## src/hw/rtl/bsc_pkg.sv

```systemverilog
// shared types, constants and symbol lookup for the byte to code word packer
package bsc_pkg;

    localparam int unsigned SYM_W   = 6;
    localparam int unsigned WORD_W  = 12;
    localparam int unsigned BYTE_W  = 8;

    localparam logic [WORD_W-1:0] RAW_PREFIX = 12'hF00;
    localparam logic [SYM_W-1:0]  NO_SYMBOL  = 6'd0;

    // register indexes
    localparam logic REG_RAW_ONLY = 1'b0;

    // word count per item
    localparam logic [1:0] CNT_NONE = 2'd0;
    localparam logic [1:0] CNT_ONE  = 2'd1;
    localparam logic [1:0] CNT_TWO  = 2'd2;

    // one result word with its flags
    typedef struct packed {
        logic [WORD_W-1:0] code_word;
        logic              last_of_run;
        logic              message_done;
    } code_item_t;

    // everything the encoder decides for one request
    typedef struct packed {
        logic [1:0]       word_count;
        code_item_t       word0;
        code_item_t       word1;
        logic             held_valid;
        logic [SYM_W-1:0] held_symbol;
    } enc_result_t;

    // free space seen by the encoder this cycle
    typedef struct packed {
        logic room_one;
        logic room_two;
    } fifo_room_t;

    // symbol code of an already folded byte, NO_SYMBOL if it is not in the table
    function automatic logic [SYM_W-1:0] symbol_code(input logic [BYTE_W-1:0] b);
        logic [BYTE_W-1:0] diff;
        logic [SYM_W-1:0]  code;
        diff = '0;
        code = NO_SYMBOL;
        case (b) inside
            8'h08: code = 6'd1;
            8'h0D: code = 6'd2;
            8'h20: code = 6'd3;
            8'h21: code = 6'd4;
            8'h22: code = 6'd5;
            8'h27: code = 6'd6;
            // contiguous run from open paren to semicolon
            [8'h28:8'h3B]: begin
                diff = b - 8'h21;
                code = diff[SYM_W-1:0];
            end
            8'h3D: code = 6'd27;
            // contiguous run from question mark to upper-case z
            [8'h3F:8'h5A]: begin
                diff = b - 8'h23;
                code = diff[SYM_W-1:0];
            end
            8'h5C: code = 6'd56;
            8'h5E: code = 6'd57;
            8'h60: code = 6'd58;
            8'h7E: code = 6'd59;
            default: code = NO_SYMBOL;
        endcase
        return code;
    endfunction

endpackage

```

## src/hw/rtl/bsc_encode.sv

```systemverilog
// folds one byte, looks up its symbol and builds up to two code words
module bsc_encode
    import bsc_pkg::*;
(
    input  logic [BYTE_W-1:0] byte_value,
    input  logic              end_of_message,
    input  logic              raw_only,
    input  logic              held_valid,
    input  logic [SYM_W-1:0]  held_symbol,
    output enc_result_t       result
);

    logic [BYTE_W-1:0] folded;
    logic [SYM_W-1:0]  code;
    logic [WORD_W-1:0] raw_word;

    // lower-case to upper-case, newline to carriage return
    always_comb begin
        folded = byte_value;
        if (byte_value >= 8'h61 && byte_value <= 8'h7A) begin
            folded = byte_value - 8'h20;
        end
        if (byte_value == 8'h0A) begin
            folded = 8'h0D;
        end
    end

    assign code     = raw_only ? NO_SYMBOL : symbol_code(folded);
    assign raw_word = RAW_PREFIX | {{(WORD_W-BYTE_W){1'b0}}, byte_value};

    // word selection and held symbol update
    always_comb begin
        result             = '0;
        result.held_valid  = 1'b0;
        result.held_symbol = '0;
        if (code == NO_SYMBOL) begin
            if (held_valid) begin
                result.word_count              = CNT_TWO;
                result.word0.code_word         = {{(WORD_W-SYM_W){1'b0}}, held_symbol};
                result.word1.code_word         = raw_word;
                result.word1.last_of_run       = 1'b1;
                result.word1.message_done      = end_of_message;
            end else begin
                result.word_count              = CNT_ONE;
                result.word0.code_word         = raw_word;
                result.word0.last_of_run       = 1'b1;
                result.word0.message_done      = end_of_message;
            end
        end else if (held_valid) begin
            result.word_count              = CNT_ONE;
            result.word0.code_word         = {code, held_symbol};
            result.word0.last_of_run       = 1'b1;
            result.word0.message_done      = end_of_message;
        end else if (end_of_message) begin
            result.word_count              = CNT_ONE;
            result.word0.code_word         = {{(WORD_W-SYM_W){1'b0}}, code};
            result.word0.last_of_run       = 1'b1;
            result.word0.message_done      = 1'b1;
        end else begin
            result.word_count  = CNT_NONE;
            result.held_valid  = 1'b1;
            result.held_symbol = code;
        end
    end

endmodule

```

## src/hw/rtl/bsc_out_fifo.sv

```systemverilog
// two-entry output queue that takes up to two words per cycle and gives one
module bsc_out_fifo
    import bsc_pkg::*;
(
    input  logic       aclk,
    input  logic       aresetn,
    input  logic [1:0] push_count,
    input  code_item_t push_word0,
    input  code_item_t push_word1,
    output fifo_room_t room,
    output logic       out_valid,
    input  logic       out_ready,
    output code_item_t out_word
);

    code_item_t entries_reg [2];
    logic       wr_ptr_reg;
    logic       wr_ptr_next;
    logic       rd_ptr_reg;
    logic       rd_ptr_next;
    logic [1:0] count_reg;
    logic [1:0] count_next;
    logic       pop;

    assign out_valid = (count_reg != 2'd0);
    assign pop       = out_valid && out_ready;
    assign out_word  = entries_reg[rd_ptr_reg];

    // space left once this cycle's pop is counted
    assign room.room_one = (count_reg != 2'd2) || pop;
    assign room.room_two = (count_reg == 2'd0) || ((count_reg == 2'd1) && pop);

    // pointer and count update
    always_comb begin
        wr_ptr_next = wr_ptr_reg ^ push_count[0];
        rd_ptr_next = rd_ptr_reg ^ pop;
        count_next  = count_reg + push_count - {1'b0, pop};
    end

    always_ff @(posedge aclk) begin
        if (!aresetn) begin
            wr_ptr_reg <= 1'b0;
            rd_ptr_reg <= 1'b0;
            count_reg  <= 2'd0;
        end else begin
            wr_ptr_reg <= wr_ptr_next;
            rd_ptr_reg <= rd_ptr_next;
            count_reg  <= count_next;
        end
    end

    // storage, second word goes into the slot after the first
    always_ff @(posedge aclk) begin
        if (push_count != CNT_NONE) begin
            entries_reg[wr_ptr_reg] <= push_word0;
        end
        if (push_count == CNT_TWO) begin
            entries_reg[~wr_ptr_reg] <= push_word1;
        end
    end

endmodule

```

## src/hw/rtl/bytes_to_symbol_code_words.sv

```systemverilog
// top level of the byte to symbol code word packer
// Takes one message byte per request and gives 12-bit code words: two table
// symbols share a word (second in bits 11:6), a lone symbol goes out when a
// non-symbol follows or the message ends, and a non-symbol goes out as
// 0xF00 | byte. One request is taken per cycle while the output queue has
// room for its words; a request that gives two words takes the output side
// for both of them, since the two-entry output queue hands out one word per
// cycle. A request passes the input register and then the output queue. Register raw_only (byte
// address 0, bit 0) sends every byte as a raw word; write it only while idle.
module bytes_to_symbol_code_words
    import bsc_pkg::*;
(
    input  logic        aclk,
    input  logic        aresetn,
    // input stream
    input  logic        s_tvalid,
    output logic        s_tready,
    input  logic [7:0]  s_tdata,   // [7:0] byte_value
    input  logic        s_tlast,   // end_of_message
    // output stream
    output logic        m_tvalid,
    input  logic        m_tready,
    output logic [15:0] m_tdata,   // [11:0] code_word, [15:12] zero
    output logic        m_tlast,   // last_of_run
    output logic        m_tuser,   // [0] message_done
    // configuration port
    input  logic        psel,
    input  logic        penable,
    input  logic        pwrite,
    input  logic [2:0]  paddr,
    input  logic [31:0] pwdata,
    output logic [31:0] prdata,
    output logic        pready
);

    logic              raw_only_reg;
    logic              in_valid_reg;
    logic              in_valid_next;
    logic [BYTE_W-1:0] in_byte_reg;
    logic              in_eom_reg;
    logic              held_valid_reg;
    logic              held_valid_next;
    logic [SYM_W-1:0]  held_symbol_reg;
    logic [SYM_W-1:0]  held_symbol_next;
    enc_result_t       enc;
    fifo_room_t        room;
    logic              consume;
    logic              s_accept;
    logic [1:0]        push_count;
    code_item_t        out_word;

    // configuration register
    assign pready = 1'b1;
    assign prdata = (paddr[2] == REG_RAW_ONLY) ? {31'd0, raw_only_reg} : 32'd0;

    always_ff @(posedge aclk) begin
        if (!aresetn) begin
            raw_only_reg <= 1'b0;
        end else if (psel && penable && pwrite && pready && (paddr[2] == REG_RAW_ONLY)) begin
            raw_only_reg <= pwdata[0];
        end
    end

    // encoder on the input register
    bsc_encode u_encode (
        .byte_value     (in_byte_reg),
        .end_of_message (in_eom_reg),
        .raw_only       (raw_only_reg),
        .held_valid     (held_valid_reg),
        .held_symbol    (held_symbol_reg),
        .result         (enc)
    );

    // request leaves the input register when the queue has room for its words
    always_comb begin
        consume = 1'b0;
        if (in_valid_reg) begin
            case (enc.word_count)
                CNT_NONE: consume = 1'b1;
                CNT_ONE:  consume = room.room_one;
                CNT_TWO:  consume = room.room_two;
                default:  consume = 1'b0;
            endcase
        end
    end

    assign push_count = consume ? enc.word_count : CNT_NONE;
    assign s_tready   = !in_valid_reg || consume;
    assign s_accept   = s_tvalid && s_tready;

    // input register and held symbol next values
    always_comb begin
        in_valid_next    = s_accept || (in_valid_reg && !consume);
        held_valid_next  = held_valid_reg;
        held_symbol_next = held_symbol_reg;
        if (consume) begin
            held_valid_next  = enc.held_valid;
            held_symbol_next = enc.held_symbol;
        end
    end

    always_ff @(posedge aclk) begin
        if (!aresetn) begin
            in_valid_reg    <= 1'b0;
            held_valid_reg  <= 1'b0;
            held_symbol_reg <= '0;
        end else begin
            in_valid_reg    <= in_valid_next;
            held_valid_reg  <= held_valid_next;
            held_symbol_reg <= held_symbol_next;
        end
    end

    // input payload
    always_ff @(posedge aclk) begin
        if (s_accept) begin
            in_byte_reg <= s_tdata;
            in_eom_reg  <= s_tlast;
        end
    end

    // output queue
    bsc_out_fifo u_out_fifo (
        .aclk       (aclk),
        .aresetn    (aresetn),
        .push_count (push_count),
        .push_word0 (enc.word0),
        .push_word1 (enc.word1),
        .room       (room),
        .out_valid  (m_tvalid),
        .out_ready  (m_tready),
        .out_word   (out_word)
    );

    assign m_tdata = {{(16-WORD_W){1'b0}}, out_word.code_word};
    assign m_tlast = out_word.last_of_run;
    assign m_tuser = out_word.message_done;

`ifndef ASSERT_OFF
    // a two-word request only leaves when both words fit
    assert property (@(posedge aclk) disable iff (!aresetn)
        (consume && enc.word_count == CNT_TWO) |-> room.room_two)
        else $error("two words pushed without room");

    // nothing stays held after the end of a message
    assert property (@(posedge aclk) disable iff (!aresetn)
        (consume && in_eom_reg) |=> !held_valid_reg)
        else $error("symbol held past end of message");

    // message end only on the final word of a request
    assert property (@(posedge aclk) disable iff (!aresetn)
        (m_tvalid && m_tuser) |-> m_tlast)
        else $error("message done without last of run");
`endif

endmodule
```

## config.mk

```make
export PLATFORM = sky130hd
export DESIGN_NAME = bytes_to_symbol_code_words
export DESIGN_NICKNAME = d
export VERILOG_FILES = /design/src/hw/rtl/bsc_pkg.sv /design/src/hw/rtl/bsc_encode.sv /design/src/hw/rtl/bsc_out_fifo.sv /design/src/hw/rtl/bytes_to_symbol_code_words.sv
export SDC_FILE = /design/constraint.sdc
export NUM_CORES = 1
export LEC_CHECK = 0
export ABC_AREA = 0
export BUFFER_PORTS_ARGS = -buffer_cell sky130_fd_sc_hd__buf_2
export CELL_PAD_IN_SITES_DETAIL_PLACEMENT = 2
export CELL_PAD_IN_SITES_GLOBAL_PLACEMENT = 2
export CORE_UTILIZATION = 34
export CTS_CLUSTER_DIAMETER = 120
export CTS_CLUSTER_SIZE = 14
export DETAILED_ROUTE_END_ITERATION = 7
export PLACE_DENSITY_LB_ADDON = 0.1
export REMOVE_ABC_BUFFERS = 1
export SYNTH_ARGS = -nofsm -noshare
export SYNTH_HDL_FRONTEND = slang
export SYNTH_HIERARCHICAL = 1
export SYNTH_SLANG_ARGS = --single-unit
export TNS_END_PERCENT = 30
```

## constraint.sdc

```tcl
create_clock -name aclk -period 8.38 [get_ports aclk]
set_clock_uncertainty 0.2 [all_clocks]
set_input_delay 1.257 -clock aclk [delete_from_list [all_inputs] [get_ports aclk]]
set_output_delay 1.257 -clock aclk [all_outputs]
set_load 0.03 [all_outputs]
```

==> After elaboration in Yosys (flattened, before gate mapping) <==
Memory sizes are Yosys's and may differ from the RTL's. A register that Yosys moved wholly into a read port is not among the register bits.
Index checks and enable logic that the tools add are counted.
Widths: inputs -> output; s select.
{ "word_totals": {"ff_bits": 22, "ramBits": 28, "elab_cells": 99, "n_memories": 1} }
{ "memory_table": {"columns": ["memory", "words", "width", "rd", "rd_clocked_by_memory_dff", "wr", "line", "rtl"], "rows": [
  ["u_out_fifo.entries_reg", 2, 14, 1, 1, 2, "bsc_out_fifo.sv:16", "code_item_t entries_reg [2];"]
]} }
{ "classes": {"addsub": 5, "n_lt_le_gt_ge": 6, "eq_ne": 17, "n_mux": 36, "bitwise": 4, "n_reduce_logical": 21} }
{ "op_table": {"columns": ["operator", "count"], "rows": [
  ["$mux 6", 14],
  ["$mux 14", 3],
  ["$eq 8x6->1 const B", 5],
  ["$eq 8x7->1 const B", 4],
  ["$mux 16", 2],
  ["$eq 8x4->1 const B", 3],
  ["$mux 8", 3],
  ["$mux 7", 3],
  ["$ge 8x6->1 const B", 2],
  ["$le 8x7->1 const B", 2],
  ["$sub 6x6->6 const B", 2],
  ["$logic_and 1x1->1", 10],
  ["$ge 8x7->1 const B", 1],
  ["$le 8x6->1 const B", 1],
  ["$mux 1", 8],
  ["$sub 8x6->8 const B", 1],
  ["$logic_not 6->1", 1],
  ["$eq 2x1->1 const B", 2],
  ["$eq 2x2->1 const B", 2],
  ["$logic_not 2->1", 2],
  ["$logic_or 1x1->1", 4],
  ["$mux 2", 2],
  ["$reduce_bool 2->1", 2],
  ["$pmux 1 s3", 1],
  ["6 further kinds", 9]
]} }

==> Depth between registers and ports, before layout <==
{ "depth": {"depth_word": 29, "ltp_mapped": 22} }

==> Hierarchy <==
Netlist, hierarchy kept.
{ "by_module_without_submodules": {"columns": ["module", "instances", "cells_per_inst", "area_per_inst_um2", "seq_area_each_um2"], "rows": [
  ["bsc_out_fifo", 1, 104, 1667.8, 940.9],
  ["bsc_encode", 1, 184, 1371.3, 0.0],
  ["bytes_to_symbol_code_words", 1, 96, 988.4, 450.4]
]} }

==> Worst setup path before layout <==
OpenSTA, ideal clock, no wires.
{ "synth_path": {"path_kind": "register -> register", "startpoint": "register in_byte_reg[0]", "endpoint": "memory u_out_fifo/entries_reg[0][0] (netlist bit), enable pin", "arrival_ns": 5.190, "t_required_ns": 7.776, "slack_ns": 2.586, "stages_incl_launch_ff": 21, "synth_period_minus_slack_ns": 5.794, "path_cell_list": "edfxtp_1 inv_1 ha_1 or4b_4 o21ai_0 inv_1 ha_1 o21bai_1 a2111oi_2 or4_1 o22ai_1 o21ai_1 o22ai_1 a211oi_4 buf_6 and2_1 buf_4 nor2b_4 and3_1 inv_1 o21ai_0"} }
{ "synth_lines": {"columns": ["item", "line", "rtl"], "rows": [
  ["from (decl)", "bytes_to_symbol_code_words.sv:39", "logic [BYTE_W-1:0] in_byte_reg;"],
  ["from (signal assigned)", "bytes_to_symbol_code_words.sv:117", "in_byte_reg <= s_tdata;"],
  ["to (decl)", "bsc_out_fifo.sv:16", null]
]} }

==> Worst setup path after layout <==
{ "layout_path": {"startpoint": "register in_byte_reg[0]", "endpoint": "output s_tready"} }
{ "layout_via": {"elab_chain_cells": 25, "elab_cells_between_ends": 48} }
{ "layout_rtl": {"columns": ["item", "line", "rtl"], "rows": [
  ["$ge 8x7->1 or $le 8x7->1 (tied branches)", "bsc_encode.sv:20", "if (byte_value >= 8'h61 && byte_value <= 8'h7A) begin"],
  ["$logic_and 1x1->1", "bsc_encode.sv:20", null],
  ["$mux 8", "bsc_encode.sv:20", null],
  ["$mux 8 (*)", "bsc_encode.sv:23", "if (byte_value == 8'h0A) begin"],
  ["$eq 8x7->1", "bsc_encode.sv:28", "assign code = raw_only ? NO_SYMBOL : symbol_code(folded);"],
  ["$mux 6 (12 in a row)", "bsc_pkg.sv:47", "case (b) inside"],
  ["$mux 6 (*)", "bsc_pkg.sv:47", null],
  ["$mux 6 (*)", "bsc_encode.sv:28", null],
  ["$logic_not 6->1 (*)", "bsc_encode.sv:36", "if (code == NO_SYMBOL) begin"],
  ["$mux 16 (*)", "bsc_encode.sv:36", null],
  ["$eq 2x2->1 (tied with other cells)", "bytes_to_symbol_code_words.sv:78", "case (enc.word_count)"],
  ["$pmux 1 s3 (*)", "bytes_to_symbol_code_words.sv:78", null],
  ["$mux 1 (*)", "bytes_to_symbol_code_words.sv:77", "if (in_valid_reg) begin"],
  ["$logic_or 1x1->1 (*)", "bytes_to_symbol_code_words.sv:88", "assign s_tready = !in_valid_reg || consume;"],
  ["to (decl)", "bytes_to_symbol_code_words.sv:17", "output logic s_tready,"]
]} }
Every way passes the cells marked *; elsewhere a longest branch is shown, timed or not.

==> key figures <==
STA
  – Setup violations, final: 0
  – Min cycle time layout: 7.11 ns
  – Period utilization: 0.848
  – Least-Margin Pin Slew: 0.936 ns
  – Relative slew slack: 0.376
  – RSZ-0062 raised after global routing: false
  – Slew Viols, Final: 0
  – Setup TNS: 0 ns
  – Final hold vios: 0
  – Peak Freq: 141 MHz

Synthesis
  – Top-count cell post-synth: buf_4
  – Synth area leaders: edfxtp_1 28%, mux2_2 10%, buf_4 8.0%, dfxtp_1 7.0%, mux2_4 3.7%
  – Mean Syn Cell Area: 10.5 µm²
  – Synth warn: 6
  – Yosys top cell area share: 0.276
  – Sequential area share after synthesis: 0.345
  – EDFF count, synth: 37
  – Prevailing post-synth register cell: edfxtp_1
  – Cell Area, Synth: 0.00403 mm²
  – Seq cells post-synth: 51
  – Commonest cells in the netlist: 43 x buf_4, 37 x edfxtp_1, 36 x mux2_2
  – Unique masters post-synth: 74
  – Area leader, netlist: edfxtp_1
  – Cells after Synth: 384
  – Synth async-reset ratio: 0

Clock network
  – Root Buffer: clkbuf_16
  – Worst skew pair latency: 0.29 ns
  – Clock Sink Count: 51
  – Clock buffer count from CTS: 5
  – Setup Fix Bufs, Post-CTS: 0
  – CTS H-tree depth: 2
  – CTS Buffer Depth: 2
  – Hold Buf Count CTS: 0
  – Clock slew at reported path FFs: 0.06 ns
  – Post-cts sizing count: 0
  – Clock tree from TritonCTS: done

GRT
  – Initial antenna violation count: 0
  – Vias in the first global route: 3017
  – Pin count of the biggest net entering global routing: 23
  – Global-route wire length before repair: 16200 µm
  – GR Util All Layers: 0.166
  – Total global routing overflow: 0

Placed design
  – I/O Buffers: 34
  – Hpwl dp: 7270 µm
  – Gpl congestion: 0.767

Die
  – Die H: 111 µm
  – IO Count: 104
  – Row count: 39
  – Die ar.: 0.0123 mm²
  – Die W: 111 µm
  – Core box area: 0.0115 mm²
  – Starting Density: 0.351

Critical path
  – Crit path DAT: 5.65 ns
  – Critical Path, Cell by Cell: inv_1 -> ha_1 -> or4b_4 -> o21ai_0 -> ha_1 -> o21bai_1 -> a2111oi_2 -> or4_1 -> o22ai_1 -> o21ai_1 -> o22ai_1 -> a211oi_4 -> buf_4 -> and2_1 -> inv_1 -> o21ai_1 -> nand2_1 -> buf_2
  – Worst Setup SP: in_byte_reg[0]$_DFFE_PP_
  – CP top delay family: compound AO/OA/AOI/OAI gates
  – CP Launch Type: flip-flop
  – Slowest cell on crit path: a2111oi_2
  – Crit-path max cell delay: 0.70 ns
  – Worst setup path category: flip-flop to output pin
  – Worst r2r src: in_byte_reg[0]$_DFFE_PP_
  – Worst path bufs/invs: 4
  – Worst Path Max Fanout: 20
  – Critical Path RT: 6.92 ns
  – CP Capture Type: output pin

Final layout
  – Ant. Diodes: 0
  – Max FFs per register: 28
  – Layout area overhead: 4.19%
  – Fin util: 0.366
  – Nets: 459
  – Share of layout cells above drive strength 1: 0.286

Routing
  – DR iter-0 viols: 126
  – Routed Antenna Nets: 0
  – Total Wirelength: 9730 µm
  – DRC violations left: 0
  – Via density per instance: 5.21
  – First drt pass iteration count: 4
  – Post-DR wirelength/cell: 18.0 µm
  – Via count: 2824

Pwr
  – Leakage: 1.70 nW
  – Power Density: 203 mW/mm²
  – VDD IR max: 0.000126 V

Run status
  – Outcome: finished clean

Hold path
  – Hold wc startpoint: held_symbol_reg[3]$_SDFFE_PN0P_
  – Min-delay worst type: flip-flop to flip-flop

Run
  – Max-capacitance violation count: 0
## per-layer routing
| metal | up-vias | global-route usage | part of all wire |
|---|---|---|---|
| met4 | 0 | 0.0267 | 0.0047 |
| met3 | 4 | 0.0262 | 0.031 |
| met1 | 1409 | 0.220 | 0.48 |
| li1 | 1346 | - | - |
| met5 | - | 0 | 0 |
| met2 | 65 | 0.287 | 0.49 |
## worst min-delay path, stage by stage, from the launching register on
cell and delay (ns):
dfxtp_1 0.31, nand2_1 0.05, mux2i_1 0.05
## layout make-up
cell class	count	area, µm²
well taps	143	179
inverters	17	63.8
repair buffers	36	185
flip-flops and latches	51	1390
clock buffers	6	129
multi-input cells	287	2240
fillers	1250	7270
clock inverters	2	7.51
## placed cells by master (no fill, tap or decap), drive strengths merged, types with 8 or more instances in the layout
master and instances:
and3 12, mux2i 11, conb 36, buf 36, nor2b 11, edfxtp 37
ha 10, dfxtp 14, inv 17, nor2 14, a21oi 11, nand2 24
mux2 47, a31o 8, o21ai 8
## power by group
part | internal (mW) | total [mW] | switching [mW]
clock | 0.109 | 0.197 | 0.0876
combinational | 0.132 | 0.314 | 0.181
sequential | 0.306 | 0.342 | 0.0366
## cell families after synthesis
kind of cell,synth area share
and+or+nand+nor,0.153
buffers and inverters,0.130
AOI/OAI and AO/OA,0.149
muxes,0.168
DFF,0.345
adders and majority gates,0.0311
xor gates and xnor gates,0.0217
other,0.00186
## per-stage QoR
step | setup WS, ns | area, µm² | hold WS [ns] | power (mW) | std cells
after floorplan | 2.49 | 3700 | 0.235 | 0.582 | 355
after global placement | 1.67 | 4060 | 0.244 | 0.653 | 534
after detailed placement | 1.53 | 4060 | 0.251 | 0.663 | 534
after CTS | 1.20 | 4200 | 0.265 | 0.864 | 542
after global routing | 0.853 | 4200 | 0.288 | 0.898 | 542
final | 1.27 | 4200 | 0.263 | 0.852 | 542
## final timing paths
path	to	slack, ns	cells after the start
min reg2reg	held_symbol_reg[3]$_SDFFE_PN0P_	0.26	2
max reg2reg	u_out_fifo/entries_reg[1][4]$_DFFE_PP_	1.83	19
max	s_tready	1.27	18
min	held_symbol_reg[3]$_SDFFE_PN0P_	0.26	2
Note: power is estimated with default switching activity, not from simulation.
